===== config.mk =====
export PLATFORM = sky130hd
export DESIGN_NAME = double_ended_queue
export DESIGN_NICKNAME = d
export VERILOG_FILES = /design/src/deq_pkg.sv /design/src/double_ended_queue.sv /design/src/deq_ram.sv /design/src/deq_ctrl.sv
export SDC_FILE = /design/constraint.sdc
export NUM_CORES = 1
export LEC_CHECK = 0
export BUFFER_PORTS_ARGS = -buffer_cell sky130_fd_sc_hd__buf_2
export CAP_MARGIN = 25
export CORE_MARGIN = 1
export CORE_UTILIZATION = 55
export DETAILED_ROUTE_END_ITERATION = 16
export PLACE_DENSITY = 0.76
export SYNTH_ARGS = -nofsm -noshare
export SYNTH_HDL_FRONTEND = slang
export SYNTH_SLANG_ARGS = --single-unit

===== constraint.sdc =====
create_clock -name i_clk -period 6 [get_ports i_clk]
set_input_delay 1.2 -clock i_clk [delete_from_list [all_inputs] [get_ports i_clk]]
set_output_delay 1.2 -clock i_clk [all_outputs]
set_load 0.01 [all_outputs]

===== src/deq_pkg.sv =====
// ----------------------------------------------------------------------------
// deq_pkg
// Shared types and constants of the double-ended queue.
// ----------------------------------------------------------------------------
package deq_pkg;

    localparam int DEFAULT_CAPACITY = 16;
    localparam int DATA_W           = 32;
    localparam int OP_W             = 3;
    localparam int STATUS_W         = 2;
    localparam int IN_TDATA_W       = 40;
    localparam int OUT_TDATA_W      = 40;

    typedef enum logic [OP_W-1:0] {
        OP_PUSH_BACK  = 3'd0,
        OP_PUSH_FRONT = 3'd1,
        OP_POP_BACK   = 3'd2,
        OP_POP_FRONT  = 3'd3,
        OP_DISPLAY    = 3'd4
    } t_op;

    typedef enum logic [STATUS_W-1:0] {
        ST_OK    = 2'd0,
        ST_EMPTY = 2'd1,
        ST_FULL  = 2'd2
    } t_status;

    typedef struct packed {
        logic signed [DATA_W-1:0] data;
        t_status                  status;
        logic                     last;
    } t_result;

endpackage


===== src/double_ended_queue.sv =====
// ----------------------------------------------------------------------------
// double_ended_queue
// Bounded double-ended queue of signed 32-bit values in a ring memory.
// ----------------------------------------------------------------------------
// Each input item holds an operation and a value. A push that finds room is
// written to the slot memory in the cycle it is accepted and its result is
// registered in the output register, so pushes run one item per cycle while
// the output is not stalled. A pop reads the registered memory read port and
// hands on its data from the read state. A display reads the stored elements
// front to back through the single memory read port; an empty queue gives
// one result. The next item is taken once the current one has handed its final
// result to the output register, and unused operation codes give no result.
module double_ended_queue #(
    parameter int CAPACITY = deq_pkg::DEFAULT_CAPACITY
) (
    input  logic                               i_clk,
    input  logic                               i_rst_n,
    input  logic                               s_axis_tvalid,
    output logic                               s_axis_tready,
    // [2:0] op, [34:3] value, [39:35] zero
    input  logic [deq_pkg::IN_TDATA_W-1:0]     s_axis_tdata,
    output logic                               m_axis_tvalid,
    input  logic                               m_axis_tready,
    // [31:0] data, [33:32] status, [39:34] zero
    output logic [deq_pkg::OUT_TDATA_W-1:0]    m_axis_tdata,
    output logic                               m_axis_tlast
);

    import deq_pkg::*;

    localparam int IW = (CAPACITY > 1) ? $clog2(CAPACITY) : 1;
    localparam int CW = $clog2(CAPACITY + 1);

    logic              out_free;
    logic              res_valid;
    t_result           res;
    logic              busy;
    logic              we;
    logic [IW-1:0]     waddr;
    logic [DATA_W-1:0] wdata;
    logic              re;
    logic [IW-1:0]     raddr;
    logic [DATA_W-1:0] rdata;

    logic              r_out_valid;
    t_result           r_out;

    assign out_free = !r_out_valid || m_axis_tready;

    deq_ctrl #(
        .CAPACITY (CAPACITY),
        .IW       (IW),
        .CW       (CW)
    ) u_ctrl (
        .i_clk       (i_clk),
        .i_rst_n     (i_rst_n),
        .i_valid     (s_axis_tvalid),
        .o_ready     (s_axis_tready),
        .i_op        (s_axis_tdata[OP_W-1:0]),
        .i_value     (s_axis_tdata[OP_W+DATA_W-1:OP_W]),
        .i_out_free  (out_free),
        .o_res_valid (res_valid),
        .o_res       (res),
        .o_busy      (busy),
        .o_we        (we),
        .o_waddr     (waddr),
        .o_wdata     (wdata),
        .o_re        (re),
        .o_raddr     (raddr),
        .i_rdata     (rdata)
    );

    deq_ram #(
        .DEPTH (CAPACITY),
        .AW    (IW),
        .DW    (DATA_W)
    ) u_ram (
        .i_clk   (i_clk),
        .i_we    (we),
        .i_waddr (waddr),
        .i_wdata (wdata),
        .i_re    (re),
        .i_raddr (raddr),
        .o_rdata (rdata)
    );

    always_ff @(posedge i_clk) begin
        if (!i_rst_n) begin
            r_out_valid <= 1'b0;
        end else if (res_valid) begin
            r_out_valid <= 1'b1;
        end else if (m_axis_tready) begin
            r_out_valid <= 1'b0;
        end
    end

    always_ff @(posedge i_clk) begin
        if (res_valid) begin
            r_out <= res;
        end
    end

    assign m_axis_tvalid = r_out_valid;
    assign m_axis_tlast  = r_out.last;
    assign m_axis_tdata  = {{(OUT_TDATA_W - DATA_W - STATUS_W){1'b0}},
                            r_out.status, r_out.data};

    a_no_overwrite: assert property (@(posedge i_clk) disable iff (!i_rst_n)
        res_valid |-> out_free)
        else $error("result produced while the output register is stalled");

    a_run_continues: assert property (@(posedge i_clk) disable iff (!i_rst_n)
        (res_valid && !res.last) |=> busy)
        else $error("display run ended before its final element");

    a_error_zero: assert property (@(posedge i_clk) disable iff (!i_rst_n)
        (res_valid && res.status != ST_OK) |-> (res.data == '0 && res.last))
        else $error("empty or full report carries data or is not final");

endmodule


===== src/deq_ram.sv =====
// ----------------------------------------------------------------------------
// deq_ram
// Slot memory of the queue: one write port and one registered read port.
// ----------------------------------------------------------------------------
module deq_ram #(
    parameter int DEPTH = 16,
    parameter int AW    = 4,
    parameter int DW    = 32
) (
    input  logic          i_clk,
    input  logic          i_we,
    input  logic [AW-1:0] i_waddr,
    input  logic [DW-1:0] i_wdata,
    input  logic          i_re,
    input  logic [AW-1:0] i_raddr,
    output logic [DW-1:0] o_rdata
);

    logic [DW-1:0] r_mem [DEPTH];
    logic [DW-1:0] r_rdata;

    always_ff @(posedge i_clk) begin
        if (i_we) begin
            r_mem[i_waddr] <= i_wdata;
        end
    end

    always_ff @(posedge i_clk) begin
        if (i_re) begin
            r_rdata <= r_mem[i_raddr];
        end
    end

    assign o_rdata = r_rdata;

endmodule


===== src/deq_ctrl.sv =====
// ----------------------------------------------------------------------------
// deq_ctrl
// Front pointer, fill count and sequencer of the queue operations.
// ----------------------------------------------------------------------------
module deq_ctrl #(
    parameter int CAPACITY = 16,
    parameter int IW       = 4,
    parameter int CW       = 5
) (
    input  logic                              i_clk,
    input  logic                              i_rst_n,
    input  logic                              i_valid,
    output logic                              o_ready,
    input  logic [deq_pkg::OP_W-1:0]          i_op,
    input  logic [deq_pkg::DATA_W-1:0]        i_value,
    input  logic                              i_out_free,
    output logic                              o_res_valid,
    output deq_pkg::t_result                  o_res,
    output logic                              o_busy,
    output logic                              o_we,
    output logic [IW-1:0]                     o_waddr,
    output logic [deq_pkg::DATA_W-1:0]        o_wdata,
    output logic                              o_re,
    output logic [IW-1:0]                     o_raddr,
    input  logic [deq_pkg::DATA_W-1:0]        i_rdata
);

    import deq_pkg::*;

    typedef enum logic [2:0] {
        S_IDLE = 3'b001,
        S_READ = 3'b010,
        S_DISP = 3'b100
    } t_state;

    localparam logic [CW:0]   CAP_S    = (CW+1)'(CAPACITY);
    localparam logic [CW-1:0] CAP_C    = CW'(CAPACITY);
    localparam logic [IW-1:0] LAST_IDX = IW'(CAPACITY - 1);
    localparam logic [CW-1:0] ONE_C    = CW'(1);

    function automatic logic [IW-1:0] f_wrap(input logic [CW:0] s);
        logic [CW:0] r;
        r = (s >= CAP_S) ? s - CAP_S : s;
        return r[IW-1:0];
    endfunction

    function automatic logic [IW-1:0] f_next(input logic [IW-1:0] i);
        return (i == LAST_IDX) ? '0 : i + IW'(1);
    endfunction

    t_state        r_state, n_state;
    logic [IW-1:0] r_front, n_front;
    logic [CW-1:0] r_occ,   n_occ;
    logic [IW-1:0] r_idx,   n_idx;
    logic [CW-1:0] r_cnt,   n_cnt;

    logic          accept;
    logic          empty;
    logic          full;
    logic [CW:0]   back_sum;
    logic          disp_last;

    assign o_ready   = (r_state == S_IDLE) && i_out_free;
    assign accept    = i_valid && o_ready;
    assign empty     = (r_occ == '0);
    assign full      = (r_occ == CAP_C);
    assign back_sum  = (CW+1)'(r_front) + (CW+1)'(r_occ);
    assign disp_last = ((r_cnt + ONE_C) == r_occ);
    assign o_busy    = (r_state != S_IDLE);
    assign o_wdata   = i_value;

    always_comb begin
        n_state     = r_state;
        n_front     = r_front;
        n_occ       = r_occ;
        n_idx       = r_idx;
        n_cnt       = r_cnt;
        o_we        = 1'b0;
        o_waddr     = f_wrap(back_sum);
        o_re        = 1'b0;
        o_raddr     = r_front;
        o_res_valid = 1'b0;
        o_res       = '{data: '0, status: ST_OK, last: 1'b1};
        case (r_state)
            S_IDLE: begin
                if (accept) begin
                    case (i_op)
                        OP_PUSH_BACK, OP_PUSH_FRONT: begin
                            o_res_valid = 1'b1;
                            if (full) begin
                                o_res.status = ST_FULL;
                            end else begin
                                o_we  = 1'b1;
                                n_occ = r_occ + ONE_C;
                                if (i_op == OP_PUSH_FRONT) begin
                                    n_front = (r_front == '0) ? LAST_IDX
                                                              : r_front - IW'(1);
                                    o_waddr = n_front;
                                end
                            end
                        end
                        OP_POP_BACK, OP_POP_FRONT: begin
                            if (empty) begin
                                o_res_valid  = 1'b1;
                                o_res.status = ST_EMPTY;
                            end else begin
                                o_re    = 1'b1;
                                n_occ   = r_occ - ONE_C;
                                n_state = S_READ;
                                if (i_op == OP_POP_FRONT) begin
                                    n_front = f_next(r_front);
                                end else begin
                                    o_raddr = f_wrap(back_sum - (CW+1)'(1));
                                end
                            end
                        end
                        OP_DISPLAY: begin
                            if (empty) begin
                                o_res_valid  = 1'b1;
                                o_res.status = ST_EMPTY;
                            end else begin
                                o_re    = 1'b1;
                                n_idx   = f_next(r_front);
                                n_cnt   = '0;
                                n_state = S_DISP;
                            end
                        end
                        default: begin
                        end
                    endcase
                end
            end
            S_READ: begin
                if (i_out_free) begin
                    o_res_valid = 1'b1;
                    o_res.data  = i_rdata;
                    n_state     = S_IDLE;
                end
            end
            S_DISP: begin
                if (i_out_free) begin
                    o_res_valid = 1'b1;
                    o_res.data  = i_rdata;
                    o_res.last  = disp_last;
                    if (disp_last) begin
                        n_state = S_IDLE;
                    end else begin
                        o_re    = 1'b1;
                        o_raddr = r_idx;
                        n_idx   = f_next(r_idx);
                        n_cnt   = r_cnt + ONE_C;
                    end
                end
            end
            default: begin
                n_state = S_IDLE;
            end
        endcase
    end

    always_ff @(posedge i_clk) begin
        if (!i_rst_n) begin
            r_state <= S_IDLE;
            r_front <= '0;
            r_occ   <= '0;
        end else begin
            r_state <= n_state;
            r_front <= n_front;
            r_occ   <= n_occ;
        end
    end

    always_ff @(posedge i_clk) begin
        r_idx <= n_idx;
        r_cnt <= n_cnt;
    end

endmodule


==> results.toml, run 1 <==
[timing]
rsz0062_at_grt = "false"
report.final.hold_viol_count = 0
final-max-slew-violation-count = 0
timing_worst_slew_pin_value_ns = 0.857
timing.max_slew.rel_slack_pct = 42.9
skew_ns = 0.0180
fmax_mhz = 232
period_needed_ns = 4.32
finalSetupViolCount = 0
totalNegativeSetupSlack_ns = 0
final.period_utilization_pct = 71.9

[detailed_routing]
routedWlPerCell_um = 23.4
viasPerCell = 5.96
ant_nets = 0
vias = 12400
routed_wl_um = 48700
first_iter_violations = 1066
drc = 0
drt_pass1_iterations = 5

[worst_setup_path]
worstRegToRegCells = 9
worst-setup-path-type = "reg2reg"
critical-path-top-delay-family = "simple AND/OR/NAND/NOR gates"
critPathArrivalTime_ns = 4.56
worst_path_max_delay_cell = "sky130_fd_sc_hd__nor2_4"
critical_path.reg2reg.startpoint = "u_ctrl.r_state[0]"
worst_setup_path_end_kind = "flip-flop"
critical_path.n_buffers_inverters = 1
crit-reg2reg-capture = "u_ram.r_mem[15][6]"
critical-path-max-stage-delay_ns = 0.64
worst-r2r-setup-slack_ns = 1.68
critical_path.cell_chain = "nor2b_1 > nor2b_1 > nand3_1 > nor3_1 > nand3_1 > mux2_2 > nand2_1 > nor2_4 > buf_4"
worst_setup_path_start_kind = "flip-flop"
path_max_fanout = 19
worst-endpoint-required_ns = 6.25

[floorplan]
die_outline_height_um = 210
floorplan.die_area_mm2 = 0.0443
die_width_um = 210
initial_core_util_pct = 56.3
core-area_mm2 = 0.0424
num_rows = 75
num_io_pins = 87

[clock_network]
cts_resized = 0
post-cts-setup-buffers = 0
ctsRootBufferMaster = "sky130_fd_sc_hd__clkbuf_16"
cts_inserted_buffers = 56
insertion_delay_ns = 0.61
worst_setup_hold_path_clk_slew_ns = 0.06
cts_sinks = 601
cts_hold_buffers = 0
cts_tree = "yes"
clk_buf_depth = 3
clock_tree.htree_level_count = 2

[grt]
grt_use_total_pct = 22.3
grt_start_max_net_pins = 84
first_global_vias = 12200
grt_first_pass_wirelength_um = 72800
grt_overflow_total = 0
antenna_found_initial = 2

[synthesis]
synth_sequential_area_ratio_pct = 75.0
distinct_cell_type_count_after_synthesis = 61
synthDominantCellAreaShare_pct = 73.9
synthAdderAreaFrac_pct = 0.744
synth-simple-area-share_pct = 4.47
ys_top_cells_by_area = "sky130_fd_sc_hd__edfxtp_1 74%, sky130_fd_sc_hd__mux2i_1 11%, sky130_fd_sc_hd__o22ai_1 1.7%"
synth_compound_area_share_pct = 5.88
ys_seq_elements = 601
yosys-mux-area-fraction_pct = 11.1
ys_dominant_reg_cell = "sky130_fd_sc_hd__edfxtp_1"
synth.avg_cell_area_um2 = 17.5
syn_inst = 1364
synth_enable_flop_cells = 588
syn-cell-area_mm2 = 0.0239
post_synth_xor_area_fraction_pct = 0.844
yosysWarnings = 0
largest_family_of_logic_cells_by_synthesized_area = "multiplexers"
share_of_flip_flops_with_an_asynchronous_set_or_reset_pct = 0
yosys.area.top_type = "sky130_fd_sc_hd__edfxtp_1"

[hold_path]
worst_hold_path.endpoint = "m_axis_tdata[25]"
worstHoldStart = "u_ram.o_rdata[25]"
min_delay_path_depth = 1
hold_class = "reg2reg"

[run]
number_of_maximum_capacitance_constraint_violations = 0

[final_layout]
post-route-cell-area_mm2 = 0.0268
design.final.nets = 1518
layout.filler_cells = 2973
flow.area_growth_from_synthesis_pct = 12.3
reg_area_mm2 = 0.0179
multi_input_area_mm2 = 0.00570
layout_commonest_cell = "sky130_fd_sc_hd__edfxtp_1"
drive_gt1_share_pct = 14.6
top_library_cells_by_usage_in_the_layout_fill_and_taps_aside = "588 x sky130_fd_sc_hd__edfxtp_1, 261 x sky130_fd_sc_hd__mux2i_1, 75 x sky130_fd_sc_hd__buf_2"
antennaDiodeCount = 0

[power]
vdd_drop_max_uv = 220
power_density_mw_per_mm2 = 322
p_leak_nw = 10.4

[placement]
total_half_perimeter_wirelength_after_legalization_and_detailed_placement_um = 27400
gpl.final_weighted_congestion = 0.784
io_buffer_count = 75
placement.cell_area_mm2 = 0.0250

[run_status]
result_of_the_run = "finished, final reports clean"
==> logic make-up after synthesis <==
family                     Yosys count
AOI/OAI and AO/OA                  185
xor gates and xnor gates            23
adders and majority gates           13
buffers and inverters               83
DFF                                601
muxes                              265
other                                1
and+or+nand+nor                    193
==> state kept, by name, indices dropped and copies added, names as in the netlist, 3 cells and up <==
register and count:
m_axis_tdata 34, u_ctrl.r_cnt 5, u_ctrl.r_front 4, u_ctrl.r_idx 4
u_ctrl.r_occ 5, u_ctrl.r_state 3, u_ram.o_rdata 32, u_ram.r_mem 512
==> worst max path at each step <==
stage / start / endpoint / cells past startpoint
final: u_ctrl.r_state[0] / u_ram.r_mem[15][6] / 9
after global routing: u_ctrl.r_state[0] / u_ram.r_mem[12][6] / 9
after CTS: u_ctrl.r_state[0] / u_ram.r_mem[12][6] / 9
after detailed placement: s_axis_tdata[2] / u_ram.o_rdata[15] / 12
after global placement: s_axis_tdata[2] / u_ram.o_rdata[15] / 12
after floorplan: s_axis_tdata[0] / u_ram.o_rdata[0] / 4
==> Yosys cell counts (3+ instances only) <==
library cell and number:
sky130_fd_sc_hd__o221ai_1 31, sky130_fd_sc_hd__or3_1 37, sky130_fd_sc_hd__nor2b_1 10, sky130_fd_sc_hd__buf_4 15, sky130_fd_sc_hd__o21a_1 4, sky130_fd_sc_hd__a21boi_0 4, sky130_fd_sc_hd__buf_6 4, sky130_fd_sc_hd__xnor2_1 11
sky130_fd_sc_hd__and2_1 35, sky130_fd_sc_hd__o21ai_0 8, sky130_fd_sc_hd__o22ai_1 64, sky130_fd_sc_hd__clkbuf_1 11, sky130_fd_sc_hd__a31oi_1 3, sky130_fd_sc_hd__nand3b_1 3, sky130_fd_sc_hd__nor2_1 40, sky130_fd_sc_hd__inv_1 7
sky130_fd_sc_hd__xor2_1 12, sky130_fd_sc_hd__nor3_1 5, sky130_fd_sc_hd__buf_1 5, sky130_fd_sc_hd__nor4_1 3, sky130_fd_sc_hd__buf_2 41, sky130_fd_sc_hd__nand3_1 14, sky130_fd_sc_hd__o21bai_1 3, sky130_fd_sc_hd__a21o_1 4
sky130_fd_sc_hd__ha_1 11, sky130_fd_sc_hd__mux2_2 4, sky130_fd_sc_hd__edfxtp_1 588, sky130_fd_sc_hd__o211ai_1 3, sky130_fd_sc_hd__a21oi_1 13, sky130_fd_sc_hd__o22a_1 31, sky130_fd_sc_hd__nand2b_1 3, sky130_fd_sc_hd__dfxtp_1 13
sky130_fd_sc_hd__nand2_1 27, sky130_fd_sc_hd__mux2i_1 261, sky130_fd_sc_hd__nor3b_1 6
==> layout make-up <==
class | instances | share of cell area, %
multi-input combinational | 685 | 21.3
inverter | 7 | 0.0980
clock buffer | 72 | 5.61
timing repair buffer | 110 | 2.61
clock inverter | 29 | 0.891
tap | 577 | 2.69
sequential | 601 | 66.8
==> power by group <==
part	total [W]	internal, W	switching [W]
Sequential	0.00470	0.00467	0.0000242
Combinational	0.000556	0.000214	0.000341
Clock	0.00337	0.00193	0.00144
Total	0.00862	0.00682	0.00181
==> layer usage <==
metal	GRT usage (%)	vias up	share of wire (%)
li1	-	5627	-
met1	30.0	6280	42
met2	37.1	412	49
met3	4.01	88	6.2
met4	7.20	4	2.7
met5	0	-	0.057
==> metrics by stage <==
stage / std cells / hold slack (ns) / utilization [%] / worst slack, ns / total power [W]
2_1_floorplan: 1369 / 0.497 / - / 1.37 / 0.00515
3_3_place_gp: 1979 / 0.499 / 59.0 / 1.26 / 0.00532
3_5_place_dp: 1979 / 0.503 / 59.0 / 1.17 / 0.00534
4_1_cts: 2080 / 0.511 / 63.2 / 1.68 / 0.00866
5_1_grt: 2081 / 0.534 / 63.2 / 1.36 / 0.00887
6_report: 2081 / 0.511 / 63.2 / 1.68 / 0.00862
==> worst register-to-register path, cell delays in order (launching register included) <==
cell and delay, ns:
sky130_fd_sc_hd__dfxtp_1 0.48, sky130_fd_sc_hd__nor2b_1 0.21, sky130_fd_sc_hd__nor2b_1 0.51, sky130_fd_sc_hd__nand3_1 0.29
sky130_fd_sc_hd__nor3_1 0.46, sky130_fd_sc_hd__nand3_1 0.28, sky130_fd_sc_hd__mux2_2 0.31, sky130_fd_sc_hd__nand2_1 0.24
sky130_fd_sc_hd__nor2_4 0.64, sky130_fd_sc_hd__buf_4 0.52
(Power assumes the default switching activity.)
==> run 2: changes to the inputs <==
PLACE_DENSITY = 0.79   (was 0.76)
clock period = 3.5 ns   (was 6 ns; I/O delays follow)
==> run 2 against run 1 <==
  * The flow now finishes with violations (negative setup slack)
  * Critical path depth up 3
  * Global-route usage grew 3.3 points
  * Maximum frequency up 17%
  * Setup slack worse by 1.9 ns
  * Combinational power rose by 130%
  * Via count is 9.3% higher
  * Non-clock buffer count grew 111
  * Clock-buffer cell count fell by 1
  * Utilization increased by 5.0 points
  * Die area stayed put
  * Largest power group unchanged
==> results.toml, run 2 (synthesized netlist as in run 1, its figures left out) <==
[power]
netSwitchingPower_w = 0.00341
clock_power_share_pct = 41.0
design_power_total_w = 0.0158
power.combinational.fraction_pct = 8.1
vdd_drop_max_uv = 356
swShare_pct = 21.6
p_int_w = 0.0124
power.sequential.fraction_pct = 50.9
p_leak_nw = 11.2
power_density_mw_per_mm2 = 547

[clock_network]
worst_setup_hold_path_clk_slew_ns = 0.07
cts_sinks = 601
cts_inserted_buffers = 57
ctsRootBufferMaster = "sky130_fd_sc_hd__clkbuf_16"
cts_tree = "yes"
clk_buf_depth = 3
insertion_delay_ns = 0.63
clock_tree.htree_level_count = 2
cts_hold_buffers = 0

[timing]
report.final.hold_viol_count = 0
fmax_mhz = 271
totalNegativeSetupSlack_ns = -1.38
skew_ns = 0.0300
final.period_utilization_pct = 106
rsz0062_at_grt = "true"
period_needed_ns = 3.70
postLayoutSetupSlackWorst_ns = -0.197
timing.max_slew.rel_slack_pct = 57.8
timing_worst_slew_pin_value_ns = 0.630
finalSetupViolCount = 26
final-max-slew-violation-count = 0

[floorplan]
die_width_um = 210
num_io_pins = 87
initial_core_util_pct = 56.3
core-area_mm2 = 0.0424
die_outline_height_um = 210
floorplan.die_area_mm2 = 0.0443
num_rows = 75

[final_layout]
layout.filler_cells = 2581
reg_area_mm2 = 0.0179
multi_input_area_mm2 = 0.00600
largest_register_ff_count = 512
drive_gt1_share_pct = 24.6
antennaDiodeCount = 0
design.final.nets = 1630
post-route-cell-area_mm2 = 0.0289
top_library_cells_by_usage_in_the_layout_fill_and_taps_aside = "588 x sky130_fd_sc_hd__edfxtp_1, 242 x sky130_fd_sc_hd__mux2i_1, 81 x sky130_fd_sc_hd__buf_4"
registers.top_by_ff_count = "u_ram.r_mem"
flow.area_growth_from_synthesis_pct = 21.1
layout_commonest_cell = "sky130_fd_sc_hd__edfxtp_1"
final_cell_count_no_fill = 2198

[worst_setup_path]
critPathArrivalTime_ns = 4.04
worst_setup_path_end_kind = "flip-flop"
worst-endpoint-required_ns = 3.84
path_max_fanout = 9
worst-setup-path-type = "reg2reg"
worst_setup_path_start_kind = "flip-flop"

[detailed_routing]
routed_wl_um = 57500
viasPerCell = 6.17
drc = 0
vias = 13600
drt_pass1_iterations = 5
first_iter_violations = 1464
routedWlPerCell_um = 26.1
ant_nets = 0

[grt]
grt_use_total_pct = 25.6
first_global_vias = 13500
grt_overflow_total = 0
grt_start_max_net_pins = 33
antenna_found_initial = 0
grt_first_pass_wirelength_um = 83400

[placement]
gpl.final_weighted_congestion = 0.834
placed_cells_incl_taps = 2059
total_half_perimeter_wirelength_after_legalization_and_detailed_placement_um = 30500
io_buffer_count = 75
placement.cell_area_mm2 = 0.0261
dpl_worst_slack_ns = -0.158

[hold_path]
hold_class = "in2reg"

[run]
number_of_maximum_capacitance_constraint_violations = 0

[run_status]
result_of_the_run = "complete, but fails checks"
failing_checks = "negative setup slack"
## run 2: stage by stage
stage          util [%]  hold WS, ns
6_report           68.2        0.430
5_1_grt            68.2        0.422
4_1_cts            67.4        0.397
3_5_place_dp       61.4        0.506
3_3_place_gp       61.4        0.501
2_1_floorplan         -        0.497
## run 2: metal layers
layer | track usage [%] | part of all wire [%] | wire (um)
met5 | 0 | 0 | 0
met1 | 33.5 | 40 | 22800
met3 | 4.68 | 7.4 | 4280
met4 | 9.41 | 2.9 | 1670
met2 | 43.0 | 50 | 28700
## run 2: what timing repair did
| item | 4_1_cts | 5_1_grt |
|---|---|---|
| setup buffers | 15 | 7 |
| pin swaps | 6 | 14 |
| gates resized for setup | 52 | 39 |
| setup endpoints to repair | 32 | 32 |
| gates cloned | 7 | 3 |
| endpoints found under the hold margin | 0 | 0 |
## run 2: power by group through the flow
stage               Clock [W]  Sequential (W)  Combinational (W)
floorplan                   0         0.00821           0.000619
global placement            0         0.00819            0.00105
detailed placement          0         0.00819            0.00109
CTS                   0.00651         0.00804            0.00121
global route          0.00682         0.00805            0.00136
finish                0.00649         0.00804            0.00129
## run 2: area by class of cell
type,instances,share of cell area (%)
timing repair buffer,221,7.93
clock inverter,36,1.54
inverter,7,0.0908
sequential,601,61.9
multi-input combinational,685,20.7
clock buffer,71,5.26
tap,577,2.50
## run 2: worst max-delay path, cell delays in order, from the launching register on
cell and delay [ns]:
sky130_fd_sc_hd__edfxtp_1 0.44, sky130_fd_sc_hd__ha_4 0.28, sky130_fd_sc_hd__xor2_2 0.14, sky130_fd_sc_hd__a211oi_2 0.30, sky130_fd_sc_hd__o311ai_4 0.20, sky130_fd_sc_hd__and2_4 0.20, sky130_fd_sc_hd__a221oi_4 0.35, sky130_fd_sc_hd__buf_12 0.25
sky130_fd_sc_hd__clkbuf_16 0.20, sky130_fd_sc_hd__buf_4 0.12, sky130_fd_sc_hd__mux2i_1 0.31, sky130_fd_sc_hd__o221ai_2 0.18, sky130_fd_sc_hd__or3_4 0.43
## run 2: path summary, 6_finish.rpt
check | from | end | cells past startpoint | slack [ns]
hold reg to reg | u_ram.o_rdata[20] | m_axis_tdata[20] | 1 | 0.50
setup reg to reg | u_ctrl.r_cnt[0] | u_ram.o_rdata[17] | 12 | -0.20
hold / removal | i_rst_n | u_ctrl.r_state[0] | 2 | 0.43
setup / recovery | u_ctrl.r_cnt[0] | u_ram.o_rdata[17] | 12 | -0.20
